===== config.mk =====
export PLATFORM = sky130hd
export DESIGN_NAME = drd_queue
export DESIGN_NICKNAME = d
export VERILOG_FILES = /design/src/rtl/drd_pkg.sv /design/src/rtl/drd_queue.sv
export VERILOG_INCLUDE_DIRS = /design/src /design/src/rtl
export SDC_FILE = /design/constraint.sdc
export NUM_CORES = 1
export LEC_CHECK = 0
export BUFFER_PORTS_ARGS = -buffer_cell sky130_fd_sc_hd__buf_2
export CORE_UTILIZATION = 33
export DETAILED_ROUTE_END_ITERATION = 7
export GPL_TIMING_DRIVEN = 0
export PLACE_DENSITY = 0.61
export SLEW_MARGIN = 25
export SYNTH_ARGS = -nofsm -noshare
export SYNTH_HDL_FRONTEND = slang
export SYNTH_SLANG_ARGS = --single-unit

===== constraint.sdc =====
create_clock -name clk -period 7.45 [get_ports clk]
set_clock_uncertainty 0.15 [all_clocks]
set_input_delay 0.745 -clock clk [delete_from_list [all_inputs] [get_ports clk]]
set_output_delay 0.745 -clock clk [all_outputs]
set_load 0.05 [all_outputs]

===== src/rtl/assert_macros.svh =====
// ----------------------------------------------------------------------------
// Assertion macros shared by the detection row decoder
// Concurrent checks, clocked on the rising edge, off during reset.
// ----------------------------------------------------------------------------
`ifndef ASSERT_MACROS_SVH
`define ASSERT_MACROS_SVH

// property must hold at every edge out of reset
`define DRD_ASSERT(label, clk, rst_n, prop, msg) \
	label: assert property (@(posedge clk) disable iff (!rst_n) prop) else $error(msg);

// condition must never be seen out of reset
`define DRD_NEVER(label, clk, rst_n, cond, msg) \
	label: assert property (@(posedge clk) disable iff (!rst_n) !(cond)) else $error(msg);

`endif


===== src/rtl/drd_pkg.sv =====
// ----------------------------------------------------------------------------
// drd_pkg
// Types and constants of the detection row decoder.
// ----------------------------------------------------------------------------
package drd_pkg;

	localparam int VALUE_W   = 24;
	localparam int CLASS_W   = 9;
	localparam int IDX_W     = 9;
	localparam int COUNT_W   = 8;
	localparam int SCORE_W   = 16;
	localparam int PAD_W     = 12;
	localparam int INV_W     = 24;
	localparam int INV_SPLIT = 12;
	localparam int FRAME_W   = 13;
	localparam int CFG_IDX_W = 3;
	localparam int CFG_DATA_W = 24;
	localparam int QUEUE_DEPTH = 2;

	// row element positions
	localparam logic [IDX_W-1:0] ELEM_CX  = 9'd0;
	localparam logic [IDX_W-1:0] ELEM_CY  = 9'd1;
	localparam logic [IDX_W-1:0] ELEM_W   = 9'd2;
	localparam logic [IDX_W-1:0] ELEM_H   = 9'd3;
	localparam logic [IDX_W-1:0] ELEM_OBJ = 9'd4;
	localparam logic [IDX_W-1:0] ELEM_CLS0 = 9'd5;

	localparam logic signed [CLASS_W-1:0] CLS_NONE = -9'sd1;

	// register reset values
	localparam logic [SCORE_W-1:0] RST_CONF_THRESHOLD = 16'd16384;
	localparam logic [COUNT_W-1:0] RST_CLASS_COUNT    = 8'd80;
	localparam logic [PAD_W-1:0]   RST_PAD            = 12'd0;
	localparam logic [INV_W-1:0]   RST_INVERSE_SCALE  = 24'd65536;
	localparam logic [FRAME_W-1:0] RST_FRAME          = 13'd640;

	typedef enum logic [CFG_IDX_W-1:0] {
		CFG_CONF_THRESHOLD = 3'd0,
		CFG_CLASS_COUNT    = 3'd1,
		CFG_PAD_LEFT       = 3'd2,
		CFG_PAD_TOP        = 3'd3,
		CFG_INVERSE_SCALE  = 3'd4,
		CFG_FRAME_WIDTH    = 3'd5,
		CFG_FRAME_HEIGHT   = 3'd6
	} drd_cfg_index_t;

	// settings seen by the box and score datapath
	typedef struct packed {
		logic [SCORE_W-1:0] conf_threshold;
		logic [PAD_W-1:0]   pad_left;
		logic [PAD_W-1:0]   pad_top;
		logic [INV_W-1:0]   inverse_scale;
		logic [FRAME_W-1:0] frame_width;
		logic [FRAME_W-1:0] frame_height;
	} drd_cfg_t;

	// one finished row, as handed from front to back
	typedef struct packed {
		logic signed [VALUE_W-1:0] cx;
		logic signed [VALUE_W-1:0] cy;
		logic signed [VALUE_W-1:0] bw;
		logic signed [VALUE_W-1:0] bh;
		logic signed [VALUE_W-1:0] obj;
		logic signed [VALUE_W-1:0] best;
		logic signed [CLASS_W-1:0] cls;
	} drd_row_t;

endpackage


===== src/rtl/drd_queue.sv =====
// ----------------------------------------------------------------------------
// drd_queue
// Short queue of finished rows between the row collector and the box maths.
// ----------------------------------------------------------------------------
`include "assert_macros.svh"

module drd_queue import drd_pkg::*; (
	input  logic     clk,
	input  logic     arst_n,
	input  logic     push,
	input  drd_row_t push_row,
	input  logic     pop,
	output logic     full,
	output logic     not_empty,
	output drd_row_t head
);

	localparam int PTR_W = (QUEUE_DEPTH > 1) ? $clog2(QUEUE_DEPTH) : 1;
	localparam int CNT_W = $clog2(QUEUE_DEPTH + 1);

	drd_row_t         mem_q [QUEUE_DEPTH];
	logic [PTR_W-1:0] wr_ptr_q, rd_ptr_q;
	logic [CNT_W-1:0] count_q;

	assign full      = count_q == CNT_W'(QUEUE_DEPTH);
	assign not_empty = count_q != '0;
	assign head      = mem_q[rd_ptr_q];

	always_ff @(posedge clk or negedge arst_n) begin
		if (!arst_n) begin
			wr_ptr_q <= '0;
			rd_ptr_q <= '0;
			count_q  <= '0;
		end else begin
			if (push)
				wr_ptr_q <= (wr_ptr_q == PTR_W'(QUEUE_DEPTH - 1)) ? '0 : wr_ptr_q + 1'b1;
			if (pop)
				rd_ptr_q <= (rd_ptr_q == PTR_W'(QUEUE_DEPTH - 1)) ? '0 : rd_ptr_q + 1'b1;
			if (push && !pop)
				count_q <= count_q + 1'b1;
			else if (pop && !push)
				count_q <= count_q - 1'b1;
		end
	end

	always_ff @(posedge clk) begin
		if (push)
			mem_q[wr_ptr_q] <= push_row;
	end

	`DRD_NEVER(a_no_overflow, clk, arst_n, (push && full && !pop), "row queue overflow")
	`DRD_NEVER(a_no_underflow, clk, arst_n, (pop && !not_empty), "row queue read while empty")

endmodule


Word level (Yosys, flattened, before mapping)
Memory sizes are Yosys's and may differ from the RTL's.
Index checks and enable logic that the tools add are counted.

storage, ports and cells
  register bits after elaboration = 4
  latch bits = 0
  memory bits (writable) = 306
  memory bits (read-only) = 0
  memories = 1

memory list
  memory  words  bits a word  read ports  clocked after Yosys merged registers in  wr ports  line             source
  mem_q   2      153          1           0                                        1         drd_queue.sv:21  drd_row_t mem_q [QUEUE_DEPTH];

cells by class
  add/subtract/negate cells = 4
  $mul = 0
  divide/modulo/power cells = 0
  $lt $le $gt $ge = 0
  equal/unequal tests = 1
  shift operators = 0
  muxes and demuxes = 6
  bitwise operators = 0
  reduce and logical (&&, ||, !) cells = 6

operators by type and width
  kind                                              number
  two-way mux 1 bit                                 4
  two-way mux 2 bit                                 2
  nonzero test 2 bit                                2
  adder 1 bit, second input constant                2
  adder 2 x 1 -> 2 bit, second input constant       1
  == test 2 bit, second input constant              1
  logical AND 1 bit                                 2
  logical NOT 1 bit                                 2
  subtractor 2 x 1 -> 2 bit, second input constant  1

Longest topological paths before layout
  depth after elaboration = 4
  mapped depth = 5

Worst setup path before layout
OpenSTA, ideal clock, no wires.

  path kind = input to register
  from = input push
  to = memory mem_q[0][0] in the netlist's numbering (enable)
  setup time = 0.686 ns
  arrival time = 7.361 ns
  path slack = -0.747 ns
  cell stages on the path = 1
  path buffers = 0
  cell sequence = nor2b_1

between the ends
  cells in the longest elaborated chain, start to end = 2

ends and longest elaborated chain
  what                                     line             source
  from (decl)                              drd_queue.sv:10  input logic push,
  two-way mux 1 bit                        drd_queue.sv:47  if (push)
  two-way mux 1 bit (not written as such)  drd_queue.sv:48  mem_q[wr_ptr_q] <= push_row;
  to (decl)                                drd_queue.sv:21

No other way between the ends.

==> flow_summary.html <==
<table>
<tr><th>Metric</th><th>Value</th></tr>
<tr><th colspan="2">Cells and area</th></tr>
<tr><td>Fraction of final layout cells with drive strength greater than 1</td><td>62.1%</td></tr>
<tr><td>Total number of nets in the final design</td><td>1012</td></tr>
<tr><td>Summed area of non-filler cells in the final layout</td><td>15100 sq um</td></tr>
<tr><td>Filler Cells Inserted</td><td>3013</td></tr>
<tr><td>Area occupied by multi-input gates</td><td>2040 sq um</td></tr>
<tr><td>Final instance count without filler cells</td><td>1329</td></tr>
<tr><td>Total area of sequential cells</td><td>9290 sq um</td></tr>
<tr><td>Area growth syn-to-layout</td><td>31.6%</td></tr>
<tr><th colspan="2">Detailed routing</th></tr>
<tr><td>Post-detailed-route count of antenna-violating nets</td><td>0</td></tr>
<tr><td>Number of DRC violations after detailed-routing iteration 0</td><td>250</td></tr>
<tr><td>Total via count after detailed routing</td><td>5790</td></tr>
<tr><td>Routed length per instance</td><td>17.4 microns</td></tr>
<tr><td>Number of vias per cell</td><td>4.36</td></tr>
<tr><td>Total iterations of the first detailed-routing run</td><td>4</td></tr>
<tr><td>Remaining design rule violation count</td><td>0</td></tr>
<tr><td>Post-detailed-routing wire length</td><td>23100 microns</td></tr>
<tr><th colspan="2">Clock network</th></tr>
<tr><td>TritonCTS Sinks</td><td>310</td></tr>
<tr><td>Clock-pin slew on the worst setup and hold paths</td><td>0.06 ns</td></tr>
<tr><td>CTS tree</td><td>built</td></tr>
<tr><td>Post-CTS Resized</td><td>0</td></tr>
<tr><td>Root Buffer Master</td><td>clkbuf_16</td></tr>
<tr><td>Clock buffer depth</td><td>3</td></tr>
<tr><td>Worst skew pair latency</td><td>0.50 ns</td></tr>
<tr><td>Maximum level of the CTS H-tree</td><td>2</td></tr>
<tr><td>Number of buffers added by the clock tree synthesis step</td><td>36</td></tr>
<tr><th colspan="2">Logic synthesis</th></tr>
<tr><td>Most repeated cell in the gate-level netlist after synthesis</td><td>edfxtp_1</td></tr>
<tr><td>Most area-consuming cells after synthesis</td><td>edfxtp_1 80%, mux2_2 9.1%, mux2_4 7.9%</td></tr>
<tr><td>Leading register cell type out of synthesis</td><td>edfxtp_1</td></tr>
<tr><td>Share of async-settable or async-resettable flops after synthesis</td><td>1.29%</td></tr>
<tr><td>Cell area after technology mapping</td><td>11500 sq um</td></tr>
<tr><td>Sequential cell area fraction in the yosys report</td><td>81.0%</td></tr>
<tr><td>Post-synthesis register bit count</td><td>310</td></tr>
<tr><td>Top-area cell type share of the netlist area</td><td>80.2%</td></tr>
<tr><td>Avg Synthesized Cell Area</td><td>23.3 sq um</td></tr>
<tr><td>Number of distinct library cells after synthesis</td><td>14</td></tr>
<tr><td>Gate count of the mapped netlist</td><td>492</td></tr>
<tr><td>Commonest cells post-synth</td><td>306 x edfxtp_1, 93 x mux2_2, 60 x mux2_4, 9 x buf_2, 8 x buf_6</td></tr>
<tr><td>Synth Warn #</td><td>0</td></tr>
<tr><td>Count of flip-flops with a built-in enable after synthesis</td><td>306</td></tr>
<tr><td>Syn_nets</td><td>650</td></tr>
<tr><td>Library cell with the largest summed area after synthesis</td><td>edfxtp_1</td></tr>
<tr><th colspan="2">Timing</th></tr>
<tr><td>Worst hold-check slack</td><td>0.277 ns</td></tr>
<tr><td>Max-Slew Margin vs Limit</td><td>64.7%</td></tr>
<tr><td>Final Slew Violations</td><td>0</td></tr>
<tr><td>Unrepaired setup endpoints after global routing</td><td>no</td></tr>
<tr><td>Hold Vio Cnt, Final</td><td>0</td></tr>
<tr><td>Crit path time final</td><td>2.83 ns</td></tr>
<tr><td>Part of the cycle the worst path needs</td><td>38.0%</td></tr>
<tr><td>Top achievable clock speed</td><td>353 MHz</td></tr>
<tr><td>Final setup fails</td><td>0</td></tr>
<tr><td>Setup TNS Final</td><td>0 ns</td></tr>
<tr><td>Transition at the pin with the smallest max-transition slack</td><td>0.529 ns</td></tr>
<tr><th colspan="2">Worst setup path</th></tr>
<tr><td>Crit path buffers/inverters</td><td>4</td></tr>
<tr><td>Critical path cell sequence</td><td>buf_6, buf_6, buf_6, mux2_4, buf_2</td></tr>
<tr><td>Setup crit start</td><td>rd_ptr_q</td></tr>
<tr><td>Classification of the worst setup path</td><td>reg2out</td></tr>
<tr><td>CP Launch Type</td><td>register</td></tr>
<tr><td>Most common cell type on the critical path</td><td>buf_6</td></tr>
<tr><td>Maximum fanout encountered on the critical timing path</td><td>10</td></tr>
<tr><td>Max stage delay on crit path</td><td>0.33 ns</td></tr>
<tr><td>Top Family by Delay on Critical Path</td><td>buffers and inverters</td></tr>
<tr><td>Origin of the critical flop-to-flop path</td><td>wr_ptr_q</td></tr>
<tr><td>Data arrival time of the critical path</td><td>1.94 ns</td></tr>
<tr><td>Critical path data required time</td><td>6.55 ns</td></tr>
<tr><td>Crit path max-delay cell type</td><td>dfrtp_1</td></tr>
<tr><td>Type of element capturing the critical path</td><td>output port</td></tr>
<tr><th colspan="2">Global route</th></tr>
<tr><td>Number of antenna violations at the first check in global routing</td><td>6</td></tr>
<tr><td>First-pass GRT wire length</td><td>34900 microns</td></tr>
<tr><td>Via count of the first global-routing pass</td><td>6198</td></tr>
<tr><td>Aggregate global-route resource usage</td><td>12.8%</td></tr>
<tr><td>Largest net degree at the start of global routing</td><td>45</td></tr>
<tr><td>Global-route congestion overflow total</td><td>0</td></tr>
<tr><th colspan="2">Status</th></tr>
<tr><td>Status</td><td>finished clean</td></tr>
<tr><th colspan="2">Floorplan</th></tr>
<tr><td>Die Outline Area</td><td>35500 sq um</td></tr>
<tr><td>Starting density of the core</td><td>33.8%</td></tr>
<tr><td>Ports placed on the boundary</td><td>312</td></tr>
<tr><td>Area of the core</td><td>33900 sq um</td></tr>
<tr><td>Count of standard-cell rows</td><td>67</td></tr>
<tr><td>Vert. Die Dim</td><td>188 microns</td></tr>
<tr><td>Die X-Extent</td><td>188 microns</td></tr>
<tr><th colspan="2">Power</th></tr>
<tr><td>Worst VDD drop</td><td>0.251 mV</td></tr>
<tr><td>Post-layout power</td><td>7.00 mW</td></tr>
<tr><td>Pwr dens</td><td>464 nW/um^2</td></tr>
<tr><td>Total leakage power</td><td>5.85 nW</td></tr>
<tr><th colspan="2">Placed design</th></tr>
<tr><td>Gp weighted congestion</td><td>0.693</td></tr>
<tr><td>Post-Place Cells</td><td>1263</td></tr>
<tr><td>Count of input and output buffers</td><td>311</td></tr>
<tr><td>Placed standard-cell area</td><td>13900 sq um</td></tr>
<tr><td>Final HPWL DP</td><td>15900 microns</td></tr>
<tr><th colspan="2">Flow run</th></tr>
<tr><td>MaxCap Viol Count</td><td>0</td></tr>
<tr><th colspan="2">Worst hold path</th></tr>
<tr><td>Hold Crit Class</td><td>in2reg</td></tr>
<tr><td>Start point of the worst min-delay path</td><td>push_row[41]</td></tr>
</table>
## final timing paths
check / end / slack, ns / cells past startpoint
hold reg to reg: count_q[1] / 0.34 / 1
max in group asynchronous: count_q[1] / 6.58 / 2
hold / removal: mem_q[0][41] / 0.28 / 1
setup / recovery: head[77] / 4.62 / 5
setup reg to reg: mem_q[0][88] / 5.44 / 4
min in group asynchronous: count_q[0] / 0.45 / 2
## report_power, final
part / switching [mW] / internal, mW
registers: 0.0710 / 2.31
clock network: 0.661 / 1.11
logic: 1.98 / 0.872
total: 2.71 / 4.29
## flip-flops by register name (all words and copies together) (netlist names)
register	cells
wr_ptr_q	1
rd_ptr_q	1
mem_q	306
count_q	2
## cell type report
class / count / area share, %
antenna: 2 / 0.0332
timing repair buffer: 324 / 12.2
clock buffer: 42 / 6.27
multi-input combinational: 164 / 13.6
inverter: 1 / 0.0249
tap: 448 / 3.72
buffer: 17 / 0.896
clock inverter: 21 / 1.65
sequential: 310 / 61.6
## cells in the final DEF, fill, tap and decap left out
master	instances
mux2_2	93
bufinv_16	6
clkbuf_16	37
buf_6	8
dlygate4sd3_1	1
edfxtp_1	306
clkinv_1	8
or2_2	1
xor2_1	4
buf_2	320
inv_1	1
buf_8	1
clkbuf_1	5
diode_2	2
xnor2_1	1
clkinv_2	6
and2_4	1
nor2_1	1
dfrtp_1	4
clkinv_4	1
nor2b_1	1
nor2b_4	1
buf_12	5
ha_1	1
buf_16	6
mux2_4	60
## per-layer routing
layer	part of all wire (%)	up-vias	global-route usage, %	wire [microns]
met5	0.20	-	0	46
met4	2.7	8	4.28	626
met3	8.3	56	4.64	1910
met2	49	216	21.6	11400
met1	40	2810	15.1	9180
li1	-	2700	-	-
## per-stage QoR
stage / utilization [%] / setup slack (ns)
3_5_place_dp: 40.9 / 4.94
3_3_place_gp: 40.1 / -0.643
6_report: 44.5 / 4.62
4_1_cts: 44.5 / 4.53
2_1_floorplan: - / 2.13
5_1_grt: 44.5 / 4.52
## what timing repair did
action / CTS / global route
setup endpoints to repair: 0 / 0
hold buffers: 1 / 0
hold endpoints to repair: 4 / 0
buffers inserted: 0 / 0
## cell families (layout without fill, tap and decap cells)
family / count (synthesis) / in the layout / synth area share [%]
flops: 310 / 310 / 81.0
mux: 153 / 153 / 17.0
buf+inv: 18 / 405 / 1.21
xor+xnor: 5 / 5 / 0.382
simple gates: 5 / 5 / 0.251
fa+ha+maj: 1 / 1 / 0.109
other cells: 0 / 2 / 0
Power figures use the tool's default switching activity.
