==> src/rtl/assert_macros.svh <==
// ----------------------------------------------------------------------------
// Assertion macros shared by the detection row decoder
// Concurrent checks, clocked on the rising edge, off during reset.
// ----------------------------------------------------------------------------
`ifndef ASSERT_MACROS_SVH
`define ASSERT_MACROS_SVH

// property must hold at every edge out of reset
`define DRD_ASSERT(label, clk, rst_n, prop, msg) \
	label: assert property (@(posedge clk) disable iff (!rst_n) prop) else $error(msg);

// condition must never be seen out of reset
`define DRD_NEVER(label, clk, rst_n, cond, msg) \
	label: assert property (@(posedge clk) disable iff (!rst_n) !(cond)) else $error(msg);

`endif

==> src/rtl/drd_pkg.sv <==
// ----------------------------------------------------------------------------
// drd_pkg
// Types and constants of the detection row decoder.
// ----------------------------------------------------------------------------
package drd_pkg;

	localparam int VALUE_W   = 24;
	localparam int CLASS_W   = 9;
	localparam int IDX_W     = 9;
	localparam int COUNT_W   = 8;
	localparam int SCORE_W   = 16;
	localparam int PAD_W     = 12;
	localparam int INV_W     = 24;
	localparam int INV_SPLIT = 12;
	localparam int FRAME_W   = 13;
	localparam int CFG_IDX_W = 3;
	localparam int CFG_DATA_W = 24;
	localparam int QUEUE_DEPTH = 2;

	// row element positions
	localparam logic [IDX_W-1:0] ELEM_CX  = 9'd0;
	localparam logic [IDX_W-1:0] ELEM_CY  = 9'd1;
	localparam logic [IDX_W-1:0] ELEM_W   = 9'd2;
	localparam logic [IDX_W-1:0] ELEM_H   = 9'd3;
	localparam logic [IDX_W-1:0] ELEM_OBJ = 9'd4;
	localparam logic [IDX_W-1:0] ELEM_CLS0 = 9'd5;

	localparam logic signed [CLASS_W-1:0] CLS_NONE = -9'sd1;

	// register reset values
	localparam logic [SCORE_W-1:0] RST_CONF_THRESHOLD = 16'd16384;
	localparam logic [COUNT_W-1:0] RST_CLASS_COUNT    = 8'd80;
	localparam logic [PAD_W-1:0]   RST_PAD            = 12'd0;
	localparam logic [INV_W-1:0]   RST_INVERSE_SCALE  = 24'd65536;
	localparam logic [FRAME_W-1:0] RST_FRAME          = 13'd640;

	typedef enum logic [CFG_IDX_W-1:0] {
		CFG_CONF_THRESHOLD = 3'd0,
		CFG_CLASS_COUNT    = 3'd1,
		CFG_PAD_LEFT       = 3'd2,
		CFG_PAD_TOP        = 3'd3,
		CFG_INVERSE_SCALE  = 3'd4,
		CFG_FRAME_WIDTH    = 3'd5,
		CFG_FRAME_HEIGHT   = 3'd6
	} drd_cfg_index_t;

	// settings seen by the box and score datapath
	typedef struct packed {
		logic [SCORE_W-1:0] conf_threshold;
		logic [PAD_W-1:0]   pad_left;
		logic [PAD_W-1:0]   pad_top;
		logic [INV_W-1:0]   inverse_scale;
		logic [FRAME_W-1:0] frame_width;
		logic [FRAME_W-1:0] frame_height;
	} drd_cfg_t;

	// one finished row, as handed from front to back
	typedef struct packed {
		logic signed [VALUE_W-1:0] cx;
		logic signed [VALUE_W-1:0] cy;
		logic signed [VALUE_W-1:0] bw;
		logic signed [VALUE_W-1:0] bh;
		logic signed [VALUE_W-1:0] obj;
		logic signed [VALUE_W-1:0] best;
		logic signed [CLASS_W-1:0] cls;
	} drd_row_t;

endpackage

==> src/rtl/drd_front.sv <==
// ----------------------------------------------------------------------------
// drd_front
// Collects one prediction row element by element and tracks the best class.
// ----------------------------------------------------------------------------
`include "assert_macros.svh"

module drd_front import drd_pkg::*; #(
	parameter int MAX_CLASSES = 255
) (
	input  logic                      clk,
	input  logic                      arst_n,
	input  logic [COUNT_W-1:0]        class_count,
	input  logic                      accept,
	input  logic signed [VALUE_W-1:0] value,
	output logic                      row_push,
	output drd_row_t                  row
);

	localparam int NC_CAP = (MAX_CLASSES > 255) ? 255 : MAX_CLASSES;

	logic [IDX_W-1:0]          idx_q;
	logic signed [VALUE_W-1:0] cx_q, cy_q, bw_q, bh_q, obj_q, best_q;
	logic signed [CLASS_W-1:0] best_cls_q;

	logic [COUNT_W-1:0] nc;
	logic [IDX_W:0]     idx_x;
	logic               is_cls, upd, row_end;

	assign nc    = (class_count > COUNT_W'(NC_CAP)) ? COUNT_W'(NC_CAP) : class_count;
	assign idx_x = {1'b0, idx_q};

	assign is_cls  = (idx_q >= ELEM_CLS0) &&
			(idx_x < ({2'b00, nc} + {1'b0, ELEM_CLS0}));
	assign upd     = is_cls && (value > best_q);
	// row closes on the last class element, or on objectness with no classes
	assign row_end = idx_x >= ({2'b00, nc} + {1'b0, ELEM_OBJ});

	always_comb begin
		row.cx   = cx_q;
		row.cy   = cy_q;
		row.bw   = bw_q;
		row.bh   = bh_q;
		row.obj  = (idx_q == ELEM_OBJ) ? value : obj_q;
		row.best = upd ? value : best_q;
		row.cls  = upd ? $signed(CLASS_W'(idx_q - ELEM_CLS0)) : best_cls_q;
	end

	assign row_push = accept && row_end;

	always_ff @(posedge clk or negedge arst_n) begin
		if (!arst_n) begin
			idx_q      <= '0;
			best_q     <= '0;
			best_cls_q <= CLS_NONE;
		end else if (accept) begin
			if (row_end) begin
				idx_q      <= '0;
				best_q     <= '0;
				best_cls_q <= CLS_NONE;
			end else begin
				idx_q <= idx_q + 1'b1;
				if (upd) begin
					best_q     <= value;
					best_cls_q <= $signed(CLASS_W'(idx_q - ELEM_CLS0));
				end
			end
		end
	end

	always_ff @(posedge clk) begin
		if (accept) begin
			unique case (idx_q)
				ELEM_CX:  cx_q  <= value;
				ELEM_CY:  cy_q  <= value;
				ELEM_W:   bw_q  <= value;
				ELEM_H:   bh_q  <= value;
				ELEM_OBJ: obj_q <= value;
				default: ;
			endcase
		end
	end

	`DRD_ASSERT(a_row_restart, clk, arst_n, (row_push |=> (idx_q == '0)), "row index not cleared after row end")
	`DRD_ASSERT(a_best_pairs, clk, arst_n, ((best_cls_q == CLS_NONE) == (best_q == '0)), "best class and best score disagree")

endmodule

==> config.mk <==
export PLATFORM = sky130hd
export DESIGN_NAME = drd_front
export DESIGN_NICKNAME = d
export VERILOG_FILES = /design/src/rtl/drd_pkg.sv /design/src/rtl/drd_front.sv
export VERILOG_INCLUDE_DIRS = /design/src /design/src/rtl
export SDC_FILE = /design/constraint.sdc
export NUM_CORES = 1
export LEC_CHECK = 0
export BUFFER_PORTS_ARGS = -buffer_cell sky130_fd_sc_hd__buf_2
export CAP_MARGIN = 40
export CELL_PAD_IN_SITES_DETAIL_PLACEMENT = 0
export CELL_PAD_IN_SITES_GLOBAL_PLACEMENT = 1
export CORE_MARGIN = 2
export CORE_UTILIZATION = 46
export CTS_CLUSTER_SIZE = 12
export DETAILED_ROUTE_END_ITERATION = 6
export GPL_ROUTABILITY_DRIVEN = 1
export PLACE_DENSITY = 0.84
export SYNTH_ARGS = -nofsm -noshare
export SYNTH_HDL_FRONTEND = slang
export SYNTH_SLANG_ARGS = --single-unit
==> constraint.sdc <==
create_clock -name clk -period 6.2 [get_ports clk]
set_clock_uncertainty 0.05 [all_clocks]
set_input_delay 1.24 -clock clk [delete_from_list [all_inputs] [get_ports clk]]
set_output_delay 1.24 -clock clk [all_outputs]
set_load 0.02 [all_outputs]
* Word level (Yosys, flattened, before mapping)
Cells that the tools add are included.
** Cells by class
- Magnitude comparators :: 5
- Divide/modulo/power cells :: 0
- Shift operators :: 0
- Multipliers :: 0
- Mux-type cells :: 7
- Add/sub/neg operators :: 4
- Reductions and logical operators :: 8
- Equality and inequality tests :: 4
- Bitwise operators :: 0
** Operator list (number)
- 2-to-1 mux 24 bit :: 3
- 2-to-1 mux 9 bit :: 3
- > comparator 24 bit :: 1
- adder 8 x 3 -> 9 bit (second input constant) :: 2
- equality test 9 x 2 -> 1 bit (second input constant) :: 2
- adder 9 x 1 -> 9 bit (second input constant) :: 1
- equality test 9 x 1 -> 1 bit (second input constant) :: 1
- equality test 9 x 3 -> 1 bit (second input constant) :: 1
- >= comparator 9 x 3 -> 1 bit (second input constant) :: 1
- >= comparator 9 bit :: 1
- logical NOT 9 bit :: 1
- < comparator 9 bit :: 1
- subtractor 9 x 3 -> 9 bit (second input constant) :: 1
- > comparator 8 bit (second input constant) :: 1
- 2-to-1 mux 8 bit :: 1
- AND reduction 2 bit :: 4
- logical AND 1 bit :: 3
** Word-level totals
- Latch bits :: 0
- RAM bits :: 0
- Input port bits :: 35
- Memories :: 0
- Bits in registers :: 162
- ROM bits :: 0

* Depth between registers and ports, before layout
Gate-level depths: netlist (run 1).
- Depth in word-level cells :: 8
- Depth in mapped cells :: 15

* Worst setup path after synthesis (run 1)
OpenSTA, ideal clock, no wires.
- Path kind :: input to output
- From :: input class_count[4]
- To :: output row[0] (netlist bit)
- Cell stages on the path :: 11
- Arrival time :: 3855 ps
- Path slack :: 1055 ps
- Path through :: clkbuf_1 and3_1 and2_1 nand2b_1 ha_1 a221o_1 a211oi_2 nor4b_2 nor2_1 buf_2 o21ai_0
** RTL lines
- start, declared :: line drd_front.sv:12 : input logic [COUNT_W-1:0] class_count,
- end, declared :: line drd_front.sv:16 : output drd_row_t row

==> flow_summary.toml, run 1 <==
[drt]
vias = 5055
first_pass_iters = 4
via_per_inst = 5.31
postRouteAntennaNets = 0
drc = 0
wl_per_cell_um = 18.3
first_iter_violations = 304
routed_wl_um = 17400

[floorplan]
die_area_um2 = 17200
die_h_um = 131
fp.dieW_um = 131
rows = 46
boundaryPins = 189
coreArea_um2 = 15800
start_util_pct = 46.9

[critical_path]
r2r_start = "best_q[23]"
crit_arrival_ps = 4360
cp.required_ps = 4910
end_kind = "output port"
critPathLaunchType = "input port"
reg2reg_to = "best_q[7]"
crit_fanout = 11
critical_path_class = "input port to output port"
r2r_cells = 9
r2r_setup_slack_ps = 2680

[cts]
holdBufCountCts = 0
cts-buffers-inserted = 17
cts_root_buffer = "clkbuf_16"
clkTransAtPathRegs_ps = 70
post_cts_buffers = 0
cts.path.max_buffers = 2
cts.sinks = 162
h-tree-depth = 4
clock_latency_ps = 430
cts_tree = "yes"
cts-resized-gates = 0

[timing]
max_freq_mhz = 177
slew_headroom_pct = 43.5
finalMaxSlewViolations = 0
grt_setup_unrepaired = "false"
tns_ps = 0
period_minus_slack_ps = 5650
period_share_pct = 91.1
finalHoldViolCount = 0
tightest_slew_ps = 844
setup_viol = 0

[pwr]
cellPowerDensity_nw_per_um2 = 477
ir_drop_v = 0.000339
p_total_w = 0.00442
power_leakage_nw = 4.02

[min_path]
hp-start = "best_cls_q[1]"
hold_path_depth = 2
min_path_type = "flip-flop to flip-flop"
holdPathEnd = "best_cls_q[1]"

[global_routing]
globalRouteTotalUtil_pct = 20.5
globalRouteOverflowTotal = 0
antenna_found_initial = 0
grt_pass1_wl_um = 26200
grt_start_max_net_pins = 37
grt_pass1_vias = 4794

[logic_synthesis]
avgSynthCellArea_um2 = 14.1
synthTopCellsByCount = "120 x edfxtp_1, 50 x ha_1, 48 x mux2_2, 40 x inv_1"
synth_warnings = 0
synth_area_leaders = "edfxtp_1 49%, dfrtp_1 11%, ha_1 8.4%"
synth_seq_area_share_pct = 62.8
synth_ff_type = "edfxtp_1"
netlist_area_um2 = 7420
async_reset_ff_share_pct = 25.9
postSynthCellCount = 526
synth.most_common_cell = "edfxtp_1"
synth.distinct_cells = 48
ys_ff_latch = 162
synth_edf_count = 120
synth_top_area_share_pct = 48.5
synth_fp_nets = 611
yosys.area.top_type = "edfxtp_1"

[place]
hpwl_um = 12500
port_buffers = 188
placedCellCount = 920
gp_congestion = 0.807

[run_status]
status = "complete, no violations"

[layout]
finalNonFillerCells = 952
antennaDiodeCount = 0
nets = 808
drive_gt1_share_pct = 40.2
syn2layout_area_growth_pct = 24.6

[flow_run]
drv_cap = 0
==> area by class of cell <==
cell class | count | area (um2)
multi-input cells | 303 | 2520
inverters | 40 | 150
clock inverters | 15 | 156
fillers | 1262 | 6570
repair buffers | 199 | 1060
clock buffers | 17 | 425
well taps | 216 | 270
flip-flops and latches | 162 | 4670
==> flip-flops by register name, indices dropped and copies added (netlist names) <==
name and cells:
bh_q 24, best_cls_q 9, cy_q 24, idx_q 9, cx_q 24, best_q 24
obj_q 24, bw_q 24
==> metal layers <==
metal	vias up	global-route usage [%]	routed length, um
met3	21	5.74	1120
li1	2371	-	-
met1	2469	26.7	7560
met4	0	6.20	241
met2	194	33.6	8460
met5	-	0	0
==> critical path: stages <==
cell and delay, ps:
buf_2 140, ha_1 260, a21oi_1 240, nor2_1 90, xnor2_1 130, ha_1 290, o21a_1 110, o211ai_1 150
a31oi_1 70, a211oi_2 290, nor4b_2 520, nor2_4 160, buf_4 220, mux2_2 280, buf_2 160
==> worst max-delay path by stage <==
| stage | startpoint | to | slack (ps) | cells after the start |
|---|---|---|---|---|
| finish | class_count[2] | row[28] | 550 | 15 |
| CTS | class_count[2] | row[28] | 540 | 15 |
| global placement | class_count[2] | row[0] | 670 | 15 |
| detailed placement | class_count[2] | row[28] | 540 | 15 |
| floorplan | class_count[4] | row[0] | 1060 | 11 |
| global route | class_count[2] | row[28] | 350 | 15 |
==> stage by stage <==
step                cell area [um2]  worst slack, ps  hold WS [ps]  util (%)
floorplan                      7420             1060           389         -
global placement               8630              670           399      54.5
detailed placement             8670              543           421      54.8
CTS                            9250              535           432      58.5
global route                   9250              349           449      58.5
finish                         9250              553           424      58.5
==> power by group <==
part	internal, W	switching (W)	leakage (nW)	total, W
combinational	0.000742	0.00112	2.12	0.00186
clock	0.000539	0.000469	0.285	0.00101
sequential	0.00140	0.000145	1.62	0.00155
==> cell families after synthesis <==
group                      Yosys count  synth area share (%)
DFF                                162                  62.8
buffers and inverters               61                  3.37
AOI/OAI and AO/OA                  106                  9.86
muxes                               49                  7.41
xor gates and xnor gates            21                  2.48
adders and majority gates           50                  8.43
and+or+nand+nor                     77                  5.61
==> layout by cell type, fill, tap and decap left out, types with 16 or more instances in the layout <==
master     count
ha_1          50
a22o_1        24
inv_1         40
buf_2        188
edfxtp_1     120
a21oi_1       33
dfrtp_1       33
nand2_1       18
clkbuf_16     17
mux2_2        48
o21ai_0       16
Note: power is estimated with default switching activity, not from simulation.
==> run 2: changes to the inputs <==
--- a/config.mk
+++ b/config.mk
@@ -11,11 +11,11 @@
 export CELL_PAD_IN_SITES_DETAIL_PLACEMENT = 0
 export CELL_PAD_IN_SITES_GLOBAL_PLACEMENT = 1
 export CORE_MARGIN = 2
-export CORE_UTILIZATION = 46
+export CORE_UTILIZATION = 25
 export CTS_CLUSTER_SIZE = 12
 export DETAILED_ROUTE_END_ITERATION = 6
 export GPL_ROUTABILITY_DRIVEN = 1
-export PLACE_DENSITY = 0.84
+export PLACE_DENSITY = 0.5
 export SYNTH_ARGS = -nofsm -noshare
 export SYNTH_HDL_FRONTEND = slang
 export SYNTH_SLANG_ARGS = --single-unit
==> constraint.sdc (replaced) <==
create_clock -name clk -period 6.2 [get_ports clk]
set_clock_uncertainty 0.05 [all_clocks]
set_input_delay 1.24 -clock clk [delete_from_list [all_inputs] [get_ports clk]]
set_output_delay 1.24 -clock clk [all_outputs]
set_load 0.005 [all_outputs]
==> run 2 against run 1 <==
  * Sequential power about the same
  * Flip-flop and latch count stayed put
  * Clock power about the same
  * Sequential share of layout area down 1.1 points
  * Fmax down 0.85%
  * Total power shrank 6.2%
  * Register-to-register slack got worse by 160 ps
  * Highest routed layer unchanged
==> flow_summary.toml, run 2 (synthesis gave the netlist of run 1 again) <==
[place]
hpwl_um = 14800
postPlaceCellArea_um2 = 8910
gp_congestion = 0.736
port_buffers = 188

[global_routing]
grt-busiest-layer = "met2"
globalRouteOverflowTotal = 0
grt_start_max_net_pins = 43
grt_pass1_wl_um = 31100
grt_pass1_vias = 5177
grtUsageMet3_pct = 3.06
grt_use_met2_pct = 22.1
use_met1_pct = 17.4
antenna_found_initial = 0
globalRouteTotalUtil_pct = 13.4

[min_path]
min_path_type = "flip-flop to flip-flop"
hp-start = "best_cls_q[2]"

[timing]
grt_setup_unrepaired = "false"
period_share_pct = 91.9
finalMaxSlewViolations = 0
slew_headroom_pct = 43.9
setup_viol = 0
finalHoldViolCount = 0
tightest_slew_ps = 841
tns_ps = 0
period_minus_slack_ps = 5700
hold_ws_ps = 413
max_freq_mhz = 176

[layout]
drive_gt1_share_pct = 39.8
final_area_um2 = 9460
syn2layout_area_growth_pct = 27.4
post-route-util_pct = 32.2
layout_common_cells = "188 x buf_2, 120 x edfxtp_1, 50 x ha_1, 48 x mux2_2, 40 x inv_1"
nets = 809
fill_cells = 2927
antennaDiodeCount = 0
final_common_cell = "buf_2"

[flow_run]
drv_cap = 0

[critical_path]
r2r_start = "best_q[23]"
cp_top_family = "compound AO/OA/AOI/OAI gates"
cp-startpoint = "class_count[2]"
cp.required_ps = 4910
cp_cell_sequence = "buf_2 > ha_1 > a21oi_1 > nor2_1 > xnor2_1 > ha_1 > a211oi_1 > a31oi_1 > a211oi_2 > nor4b_2 > nor2_4 > buf_4 > mux2_2 > buf_2"
critical_path_class = "input port to output port"
critPathBufInv = 3
crit_arrival_ps = 4410
critPathLaunchType = "input port"
crit_fanout = 16
end_kind = "output port"
slowest_stage = "nor4b_2"
slowest_delay_ps = 540

[cts]
clkTransAtPathRegs_ps = 70
cts.path.max_buffers = 2
h-tree-depth = 4
holdBufCountCts = 0
cts.sinks = 162
cts_tree = "yes"
post_cts_buffers = 0
cts_root_buffer = "clkbuf_16"
cts-buffers-inserted = 17
cts-resized-gates = 0
clock_latency_ps = 430

[run_status]
status = "complete, no violations"

[pwr]
power_leakage_nw = 4.02
cellPowerDensity_nw_per_um2 = 438
ir_drop_v = 0.000191
p_total_w = 0.00414

[floorplan]
start_util_pct = 25.3
fp.dieW_um = 176
coreArea_um2 = 29400
die_h_um = 176
boundaryPins = 189
die_area_um2 = 31100
rows = 63

[drt]
first_iter_violations = 270
drc = 0
vias = 4990
postRouteAntennaNets = 0
routed_wl_um = 20800
wl_per_cell_um = 18.5
first_pass_iters = 4
via_per_inst = 4.43
run 2: per-stage QoR:
stage / instances / setup slack [ps]
after detailed placement: 1095 / 495
after floorplan: 526 / 1220
final: 1126 / 505
after global placement: 1091 / 629
after global routing: 1126 / 238
after CTS: 1126 / 470
run 2: layer usage:
metal / routed length (um) / vias to the layer above
met5: 0 / -
met2: 9920 / 137
met3: 1030 / 12
met1: 9610 / 2479
li1: - / 2362
met4: 238 / 0
run 2: power by group:
part | leakage, nW | switching, W | internal, W
clock | 0.273 | 0.000422 | 0.000583
combinational | 2.13 | 0.000868 | 0.000730
sequential | 1.62 | 0.000132 | 0.00141
run 2: path summary, 6_finish.rpt:
check,to,slack [ps],cells past startpoint
max,row[21],500,14
min,best_cls_q[2],410,2
max reg2reg,best_q[5],2520,9
min reg2reg,best_cls_q[2],410,2
max in group asynchronous,best_q[20],4760,2
min in group asynchronous,idx_q[6],880,2
run 2: tightest hold or removal path, stage by stage (launching register included):
cell,delay (ps)
dfstp_2,370
inv_1,40
a21oi_1,50
run 2: cell type report:
| cell class | count | area (um2) | share of cell area (%) |
|---|---|---|---|
| clock inverter | 13 | 118 | 1.24 |
| inverter | 40 | 150 | 1.59 |
| sequential | 162 | 4670 | 49.3 |
| clock buffer | 18 | 429 | 4.54 |
| multi-input combinational | 303 | 2530 | 26.8 |
| tap | 390 | 488 | 5.16 |
| timing repair buffer | 200 | 1080 | 11.4 |
